[config.mk]
export PLATFORM = sky130hd
export DESIGN_NAME = integer_gcd_lcm_mod_unit
export DESIGN_NICKNAME = d
export VERILOG_FILES = /design/src/design/igl_pkg.sv /design/src/design/integer_gcd_lcm_mod_unit.sv /design/src/design/igl_datapath.sv /design/src/design/igl_controller.sv
export SDC_FILE = /design/constraint.sdc
export NUM_CORES = 1
export LEC_CHECK = 0
export ABC_AREA = 1
export BUFFER_PORTS_ARGS = -buffer_cell sky130_fd_sc_hd__buf_2
export CAP_MARGIN = 40
export CORE_UTILIZATION = 40
export DETAILED_ROUTE_END_ITERATION = 8
export SETUP_SLACK_MARGIN = 0.4
export SYNTH_ARGS = -nofsm -noshare
export SYNTH_HDL_FRONTEND = slang
export SYNTH_HIERARCHICAL = 1
export SYNTH_SLANG_ARGS = --single-unit
export TNS_END_PERCENT = 50
[constraint.sdc]
create_clock -name clk -period 10.45 [get_ports clk]
set_input_delay 1.045 -clock clk [delete_from_list [all_inputs] [get_ports clk]]
set_output_delay 1.045 -clock clk [all_outputs]
set_load 0.03 [all_outputs]
[src/design/igl_pkg.sv]
`timescale 1ns / 1ps
// Shared constants and types of the gcd / lcm / modulus unit.
// Depends on nothing; used by the unit, datapath, controller and checker files.
package igl_pkg;

  localparam int DATA_BITS_DEF = 31;

  localparam logic [1:0] OP_GCD = 2'd0;
  localparam logic [1:0] OP_LCM = 2'd1;
  localparam logic [1:0] OP_MOD = 2'd2;

  localparam logic [1:0] ST_OK  = 2'd0;
  localparam logic [1:0] ST_ERR = 2'd1;
  localparam logic [1:0] ST_SAT = 2'd2;

  typedef enum logic [1:0] {
    SEL_ERR = 2'd0,
    SEL_GCD = 2'd1,
    SEL_REM = 2'd2,
    SEL_LCM = 2'd3
  } sel_t;

  typedef struct packed {
    logic load;
    logic gcd_step;
    logic div_load;
    logic div_step;
    logic mul_load;
    logic mul_step;
    sel_t sel;
  } igl_ctrl_t;

  typedef struct packed {
    logic a_zero;
    logic b_zero;
    logic gcd_equal;
    logic count_last;
  } igl_stat_t;

endpackage

[src/design/integer_gcd_lcm_mod_unit.sv]
`timescale 1ns / 1ps
// An error goes straight to the output state, a modulus runs the divider and a
// gcd runs the binary gcd steps until both values are equal; an lcm runs the gcd,
// divides a by it and multiplies the quotient by b. The divider and the multiplier
// each retire one bit per cycle. One transaction at a time: busy stays high until the
// cycle of done, and the next start is taken the cycle after. Reset clears the
// controller to idle; the result strobe cannot be stalled by the receiver.
module integer_gcd_lcm_mod_unit #(
  parameter int DATA_BITS = igl_pkg::DATA_BITS_DEF
) (
  input  logic                 clk,
  input  logic                 rst,
  input  logic                 start,
  input  logic [1:0]           cmd,
  input  logic [DATA_BITS-1:0] operand_a,
  input  logic [DATA_BITS-1:0] operand_b,
  output logic                 busy,
  output logic                 done,
  output logic [DATA_BITS-1:0] result_value,
  output logic [1:0]           status
);
  import igl_pkg::*;

  igl_ctrl_t ctrl;
  igl_stat_t stat;

  igl_controller u_controller (
    .clk   (clk),
    .rst   (rst),
    .start (start),
    .cmd   (cmd),
    .stat  (stat),
    .ctrl  (ctrl),
    .busy  (busy),
    .done  (done)
  );

  igl_datapath #(
    .DATA_BITS (DATA_BITS)
  ) u_datapath (
    .clk          (clk),
    .ctrl         (ctrl),
    .operand_a    (operand_a),
    .operand_b    (operand_b),
    .stat         (stat),
    .result_value (result_value),
    .status       (status)
  );

endmodule

[src/design/igl_datapath.sv]
`timescale 1ns / 1ps
// Datapath of the gcd / lcm / modulus unit: binary gcd, restoring divider and
// shift-add multiplier sharing one register set. Depends on igl_pkg.
module igl_datapath #(
  parameter int DATA_BITS = igl_pkg::DATA_BITS_DEF
) (
  input  logic                   clk,
  input  igl_pkg::igl_ctrl_t     ctrl,
  input  logic [DATA_BITS-1:0]   operand_a,
  input  logic [DATA_BITS-1:0]   operand_b,
  output igl_pkg::igl_stat_t     stat,
  output logic [DATA_BITS-1:0]   result_value,
  output logic [1:0]             status
);
  import igl_pkg::*;

  localparam int N  = DATA_BITS;
  localparam int KW = $clog2(DATA_BITS + 1);
  localparam int CW = $clog2(DATA_BITS);
  localparam logic [CW-1:0] COUNT_LAST = CW'(DATA_BITS - 1);
  localparam logic [N-1:0] VAL_MAX = '1;

  logic [N-1:0]  x;
  logic [N-1:0]  y;
  logic [N+1:0]  acc;
  logic [N-1:0]  a_reg;
  logic [N-1:0]  b_reg;
  logic [KW-1:0] shift_k;
  logic [CW-1:0] count;
  logic          sat;

  logic [N-1:0]  diff_xy;
  logic [N-1:0]  diff_yx;
  logic [N-1:0]  x_gcd;
  logic [N-1:0]  y_gcd;
  logic [KW-1:0] k_gcd;
  logic [N-1:0]  gcd_val;
  logic [N:0]    div_shift;
  logic [N:0]    div_diff;
  logic          div_ge;
  logic [N+1:0]  mul_sum;
  logic          mul_over;

  assign diff_xy = x - y;
  assign diff_yx = y - x;
  assign gcd_val = x << shift_k;

  always_comb begin
    x_gcd = x;
    y_gcd = y;
    k_gcd = shift_k;
    if (!x[0] && !y[0]) begin
      x_gcd = x >> 1;
      y_gcd = y >> 1;
      k_gcd = shift_k + KW'(1);
    end else if (!x[0]) begin
      x_gcd = x >> 1;
    end else if (!y[0]) begin
      y_gcd = y >> 1;
    end else if (x > y) begin
      x_gcd = diff_xy >> 1;
    end else begin
      y_gcd = diff_yx >> 1;
    end
  end

  assign div_shift = {acc[N-1:0], x[N-1]};
  assign div_ge    = div_shift >= {1'b0, y};
  assign div_diff  = div_shift - {1'b0, y};

  assign mul_sum  = {acc[N:0], 1'b0} + (x[N-1] ? {2'b00, b_reg} : {(N+2){1'b0}});
  assign mul_over = mul_sum > {2'b00, VAL_MAX};

  always_ff @(posedge clk) begin
    if (ctrl.load) begin
      a_reg   <= operand_a;
      b_reg   <= operand_b;
      x       <= operand_a;
      y       <= operand_b;
      acc     <= '0;
      shift_k <= '0;
      count   <= '0;
      sat     <= 1'b0;
    end
    if (ctrl.gcd_step) begin
      x       <= x_gcd;
      y       <= y_gcd;
      shift_k <= k_gcd;
    end
    if (ctrl.div_load) begin
      x     <= a_reg;
      y     <= gcd_val;
      acc   <= '0;
      count <= '0;
    end
    if (ctrl.div_step) begin
      x     <= {x[N-2:0], div_ge};
      acc   <= {1'b0, (div_ge ? div_diff : div_shift)};
      count <= (count == COUNT_LAST) ? '0 : count + CW'(1);
    end
    if (ctrl.mul_load) begin
      acc <= '0;
    end
    if (ctrl.mul_step) begin
      x     <= {x[N-2:0], 1'b0};
      acc   <= mul_sum;
      count <= (count == COUNT_LAST) ? '0 : count + CW'(1);
      if (mul_over) begin
        sat <= 1'b1;
      end
    end
  end

  assign stat.a_zero     = (operand_a == '0);
  assign stat.b_zero     = (operand_b == '0);
  assign stat.gcd_equal  = (x == y);
  assign stat.count_last = (count == COUNT_LAST);

  always_comb begin
    result_value = '0;
    status       = ST_ERR;
    unique case (ctrl.sel)
      SEL_ERR: begin
        result_value = '0;
        status       = ST_ERR;
      end
      SEL_GCD: begin
        result_value = gcd_val;
        status       = ST_OK;
      end
      SEL_REM: begin
        result_value = acc[N-1:0];
        status       = ST_OK;
      end
      SEL_LCM: begin
        result_value = sat ? VAL_MAX : acc[N-1:0];
        status       = sat ? ST_SAT : ST_OK;
      end
      default: begin
        result_value = '0;
        status       = ST_ERR;
      end
    endcase
  end

endmodule

[src/design/igl_controller.sv]
`timescale 1ns / 1ps
// Controller of the gcd / lcm / modulus unit: sequences the datapath through
// the gcd, divide and multiply phases. Depends on igl_pkg.
module igl_controller (
  input  logic               clk,
  input  logic               rst,
  input  logic               start,
  input  logic [1:0]         cmd,
  input  igl_pkg::igl_stat_t stat,
  output igl_pkg::igl_ctrl_t ctrl,
  output logic               busy,
  output logic               done
);
  import igl_pkg::*;

  typedef enum logic [4:0] {
    S_IDLE = 5'b00001,
    S_GCD  = 5'b00010,
    S_DIV  = 5'b00100,
    S_MUL  = 5'b01000,
    S_OUT  = 5'b10000
  } state_t;

  state_t     state;
  state_t     state_next;
  sel_t       sel;
  sel_t       sel_next;
  logic [1:0] op;
  logic [1:0] op_next;

  always_ff @(posedge clk) begin
    if (rst) begin
      state <= S_IDLE;
      sel   <= SEL_ERR;
      op    <= OP_GCD;
    end else begin
      state <= state_next;
      sel   <= sel_next;
      op    <= op_next;
    end
  end

  always_comb begin
    state_next = state;
    sel_next   = sel;
    op_next    = op;
    ctrl       = '0;
    ctrl.sel   = sel;
    unique case (state)
      S_IDLE: begin
        if (start) begin
          ctrl.load = 1'b1;
          op_next   = cmd;
          case (cmd) inside
            OP_GCD, OP_LCM: begin
              if (stat.a_zero || stat.b_zero) begin
                sel_next   = SEL_ERR;
                state_next = S_OUT;
              end else begin
                state_next = S_GCD;
              end
            end
            OP_MOD: begin
              if (stat.b_zero) begin
                sel_next   = SEL_ERR;
                state_next = S_OUT;
              end else begin
                state_next = S_DIV;
              end
            end
            default: begin
              sel_next   = SEL_ERR;
              state_next = S_OUT;
            end
          endcase
        end
      end
      S_GCD: begin
        if (stat.gcd_equal) begin
          if (op == OP_GCD) begin
            sel_next   = SEL_GCD;
            state_next = S_OUT;
          end else begin
            ctrl.div_load = 1'b1;
            state_next    = S_DIV;
          end
        end else begin
          ctrl.gcd_step = 1'b1;
        end
      end
      S_DIV: begin
        ctrl.div_step = 1'b1;
        if (stat.count_last) begin
          if (op == OP_MOD) begin
            sel_next   = SEL_REM;
            state_next = S_OUT;
          end else begin
            ctrl.mul_load = 1'b1;
            state_next    = S_MUL;
          end
        end
      end
      S_MUL: begin
        ctrl.mul_step = 1'b1;
        if (stat.count_last) begin
          sel_next   = SEL_LCM;
          state_next = S_OUT;
        end
      end
      S_OUT: begin
        state_next = S_IDLE;
      end
      default: begin
        state_next = S_IDLE;
      end
    endcase
  end

  assign busy = (state != S_IDLE);
  assign done = (state == S_OUT);

endmodule

==> run_summary.xml <==
<?xml version="1.0" encoding="UTF-8"?>
<metrics>
  <group name="synthesis">
    <metric name="asyncSetResetFlopFracSynth" unit="">0</metric>
    <metric name="edff_count_synth" unit="">165</metric>
    <metric name="seq_area_frac_synth" unit="">0.2766</metric>
    <metric name="yosys_warning_total" unit="">6</metric>
    <metric name="avg_synthesized_cell_area" unit="sq um">6.484</metric>
    <metric name="synthesis.instances" unit="">2886</metric>
    <metric name="postSynthNetCount" unit="">3084</metric>
    <metric name="synth_cell_type_count" unit="">51</metric>
    <metric name="post_synth_instance_area" unit="sq um">18710</metric>
    <metric name="flip_flop_and_latch_count_after_synthesis" unit="">176</metric>
    <metric name="synth_ff_type" unit="">sky130_fd_sc_hd__edfxtp_1</metric>
  </group>
  <group name="worst_setup_path">
    <metric name="startpoint_type" unit="">flip-flop</metric>
    <metric name="critical-path-top-delay-family" unit="">simple AND/OR/NAND/NOR gates</metric>
    <metric name="path_max_fanout" unit="">52</metric>
    <metric name="worst_path_most_repeated_cell" unit="">sky130_fd_sc_hd__nand2_1</metric>
    <metric name="timing.critical_path.arrival" unit="ns">3.73</metric>
    <metric name="worst_setup_path_end_kind" unit="">output port</metric>
    <metric name="crit_path_cell_trace" unit="">buf_4, nand2_1, o21ai_0, nand2_1, nand2_1, nand2_1, nand3_1, nand2_1, o21ai_0, nand2_1, nand3b_1, buf_2</metric>
    <metric name="slowest_stage" unit="">sky130_fd_sc_hd__edfxtp_1</metric>
    <metric name="cpPeakStageDelay" unit="ns">0.71</metric>
    <metric name="path_class" unit="">reg2out</metric>
    <metric name="worst_ep_required_time" unit="ns">9.41</metric>
    <metric name="cp.buffers_inverters" unit="">2</metric>
  </group>
  <group name="routing">
    <metric name="drt_iter0_markers" unit="">2308</metric>
    <metric name="routed_wl" unit="mm">84.04</metric>
    <metric name="num_vias" unit="">20430</metric>
    <metric name="via_per_inst" unit="">5.759</metric>
    <metric name="remaining_drc_errors" unit="">0</metric>
    <metric name="detail-route-antenna-nets" unit="">0</metric>
    <metric name="wl_per_cell" unit="um">23.69</metric>
    <metric name="iteration_count_of_the_initial_detailed_routing_pass" unit="">6</metric>
  </group>
  <group name="floorplan">
    <metric name="placementRows" unit="">78</metric>
    <metric name="number_of_ports_placed_on_the_die_boundary" unit="">102</metric>
    <metric name="die_w" unit="um">218.3</metric>
    <metric name="die_height" unit="um">218.3</metric>
    <metric name="placeableCoreArea" unit="sq um">45770</metric>
    <metric name="initial_utilization" unit="">0.4088</metric>
    <metric name="die_area" unit="sq um">47650</metric>
  </group>
  <group name="pwr">
    <metric name="power_switching_share" unit="">0.5975</metric>
    <metric name="power.leakage" unit="nW">9.875</metric>
    <metric name="power_report.internal_total" unit="mW">2.917</metric>
    <metric name="power.combinational.fraction" unit="">0.722</metric>
    <metric name="totalPowerFinal" unit="mW">7.247</metric>
    <metric name="power.net_switching" unit="mW">4.330</metric>
    <metric name="power_density" unit="nW/um^2">355.4</metric>
    <metric name="clock_power_share" unit="">0.093</metric>
    <metric name="share_seq_of_total_power" unit="">0.185</metric>
    <metric name="worst_ir_drop_vdd" unit="mV">0.1883</metric>
  </group>
  <group name="final_layout">
    <metric name="layout-drive-gt1-share" unit="">0.07904</metric>
    <metric name="post_layout_nonfiller_instances" unit="">3548</metric>
    <metric name="diodes" unit="">0</metric>
    <metric name="seqCellArea" unit="sq um">5175</metric>
    <metric name="largest_register_ff_count" unit="">32</metric>
    <metric name="multiInputGateArea" unit="sq um">11700</metric>
    <metric name="largest_register" unit="">u_datapath/acc</metric>
    <metric name="finalNetCount" unit="">3133</metric>
    <metric name="filler_cell_count" unit="">4947</metric>
    <metric name="flow.area_growth_from_synthesis" unit="%">8.981</metric>
    <metric name="final_area" unit="sq um">20390</metric>
  </group>
  <group name="sta">
    <metric name="hold_violations" unit="">0</metric>
    <metric name="final_max_slew_viol_count" unit="">0</metric>
    <metric name="setup_violators_final" unit="">0</metric>
    <metric name="fmaxAchievable" unit="GHz">0.2093</metric>
    <metric name="setup-tns-final" unit="ns">0</metric>
    <metric name="worst_clock_skew" unit="ns">0.01455</metric>
    <metric name="worst-slew-pin-transition" unit="ns">0.8962</metric>
    <metric name="timing.final.crit_share" unit="">0.4572</metric>
    <metric name="worst_slew_margin_rel" unit="">0.3971</metric>
    <metric name="timing.final.crit_period" unit="ns">4.778</metric>
    <metric name="unrepaired_setup_endpoints_after_global_routing" unit="">no</metric>
  </group>
  <group name="cts">
    <metric name="cts.sinks" unit="">176</metric>
    <metric name="insertion_delay" unit="ns">0.51</metric>
    <metric name="clockBufferDepth" unit="">2</metric>
    <metric name="root_buffer" unit="">sky130_fd_sc_hd__clkbuf_16</metric>
    <metric name="cts.htree.levels" unit="">4</metric>
    <metric name="post_cts_hold_buffer_count" unit="">0</metric>
    <metric name="cts_setup_buffers" unit="">0</metric>
    <metric name="cts_resized" unit="">0</metric>
    <metric name="clkTransAtPathRegs" unit="ns">0.07</metric>
    <metric name="cts_tree" unit="">built</metric>
    <metric name="total_cts_buffers" unit="">17</metric>
  </group>
  <group name="global_routing">
    <metric name="grt_remaining_overflow" unit="">0</metric>
    <metric name="grt_start_max_net_pins" unit="">65</metric>
    <metric name="first_global_vias" unit="">19350</metric>
    <metric name="grt_pass1_wl" unit="mm">123.3</metric>
    <metric name="initial_antenna_violation_count" unit="">1</metric>
    <metric name="gr-usage-all-layers" unit="">0.3540</metric>
  </group>
  <group name="placement">
    <metric name="place_congestion" unit="">1.037</metric>
    <metric name="instance_area_after_placement" unit="sq um">19820</metric>
    <metric name="port-buffer-count" unit="">101</metric>
    <metric name="post-place-cells" unit="">3516</metric>
    <metric name="detailed_place_hpwl" unit="mm">67.80</metric>
  </group>
  <group name="outcome">
    <metric name="outcome" unit="">finished, final reports clean</metric>
  </group>
  <group name="flow_run">
    <metric name="maxCapViolCount" unit="">0</metric>
  </group>
  <group name="hold_path">
    <metric name="worstHoldPathType" unit="">reg2reg</metric>
  </group>
</metrics>
-- power by group through the flow --
| stage | clock network [mW] | logic, mW | registers [mW] |
|---|---|---|---|
| finish | 0.678 | 5.23 | 1.34 |
| global route | 0.708 | 5.68 | 1.36 |
| CTS | 0.693 | 5.09 | 1.33 |
| detailed placement | 0 | 5.06 | 1.35 |
| global placement | 0 | 5.05 | 1.35 |
| floorplan | 0 | 3.48 | 1.25 |
-- cells in the mapped netlist (23+ instances only) --
cell / count / area [sq um]
sky130_fd_sc_hd__inv_1: 368 / 1381
sky130_fd_sc_hd__a221oi_1: 30 / 262.8
sky130_fd_sc_hd__nor2_1: 226 / 848.3
sky130_fd_sc_hd__o21ai_0: 213 / 1066
sky130_fd_sc_hd__nand3_1: 189 / 945.9
sky130_fd_sc_hd__edfxtp_1: 165 / 4955
sky130_fd_sc_hd__ha_1: 127 / 1589
sky130_fd_sc_hd__clkbuf_1: 56 / 210.2
sky130_fd_sc_hd__xor2_1: 33 / 289.0
sky130_fd_sc_hd__a21oi_1: 198 / 991.0
sky130_fd_sc_hd__nand4_1: 34 / 212.7
sky130_fd_sc_hd__nand2_1: 932 / 3498
sky130_fd_sc_hd__nor4_1: 23 / 143.9
-- final cells by class --
type,instances,area share
timing repair buffer,127,0.03829
inverter,375,0.06903
multi-input combinational,2238,0.5738
clock inverter,14,0.007240
tap,600,0.03681
clock buffer,18,0.02105
sequential,176,0.2538
-- per-stage QoR --
stage / setup WS, ns / util / hold slack, ns
after global routing: 5.514 / 0.4455 / 0.5041
after CTS: 5.791 / 0.4455 / 0.4846
after detailed placement: 6.001 / 0.4329 / 0.4748
after floorplan: 6.410 / - / 0.4422
final: 5.672 / 0.4455 / 0.4851
after global placement: 5.791 / 0.4300 / 0.4724
-- placed cells by master, fill, tap and decap left out, drive strengths merged, types with 18 or more instances in the layout --
cell type / instances
nand2: 944
inv: 377
nor2: 244
o21ai: 237
a21oi: 200
nand3: 193
edfxtp: 165
ha: 127
buf: 127
nand4: 35
xor2: 33
a221oi: 30
nor4: 23
o211ai: 21
nand3b: 20
xnor2: 20
o22ai: 18
nor3: 18
clkbuf: 18
-- per-layer routing --
layer,part of all wire,GRT usage,up-vias
met3,0.081,0.07001,115
met2,0.45,0.5677,891
met5,0,0,-
met4,0.027,0.1061,0
met1,0.44,0.4771,9736
li1,-,-,9690
-- kinds of logic (layout without fill, tap and decap cells) --
kind of cell | after synthesis | after routing | synth area share
AO/OA/AOI/OAI | 561 | 561 | 0.1723
XOR/XNOR | 53 | 53 | 0.02481
adder cells (fa/ha/maj) | 131 | 131 | 0.08920
buffers and inverters | 472 | 534 | 0.09956
flip-flops | 176 | 176 | 0.2766
multiplexers | 7 | 7 | 0.003745
AND/OR/NAND/NOR | 1486 | 1486 | 0.3339
-- worst paths after layout --
kind	startpoint	end	slack (ns)	cells past startpoint
min reg2reg	u_controller/op[1]	u_controller/op[1]	0.49	2
min	u_controller/op[1]	u_controller/op[1]	0.49	2
max reg2reg	u_datapath/x[30]	u_datapath/x[26]	5.93	16
max	u_datapath/shift_k[0]	result_value[27]	5.67	12
-- worst reg2reg max path, stage by stage, from the launching register on --
cell                       delay [ns]
sky130_fd_sc_hd__edfxtp_1        0.32
sky130_fd_sc_hd__buf_4           0.38
sky130_fd_sc_hd__ha_1            0.38
sky130_fd_sc_hd__inv_1           0.23
sky130_fd_sc_hd__nor3_1          0.09
sky130_fd_sc_hd__nand4_1         0.07
sky130_fd_sc_hd__nor3_1          0.10
sky130_fd_sc_hd__inv_1           0.14
sky130_fd_sc_hd__nand4_1         0.15
sky130_fd_sc_hd__inv_1           0.23
sky130_fd_sc_hd__inv_1           0.14
sky130_fd_sc_hd__nor2_4          0.09
sky130_fd_sc_hd__buf_4           0.63
sky130_fd_sc_hd__inv_1           0.19
sky130_fd_sc_hd__o311ai_0        0.44
sky130_fd_sc_hd__nand2_2         0.35
sky130_fd_sc_hd__buf_12          0.29
Power figures use the tool's default switching activity.
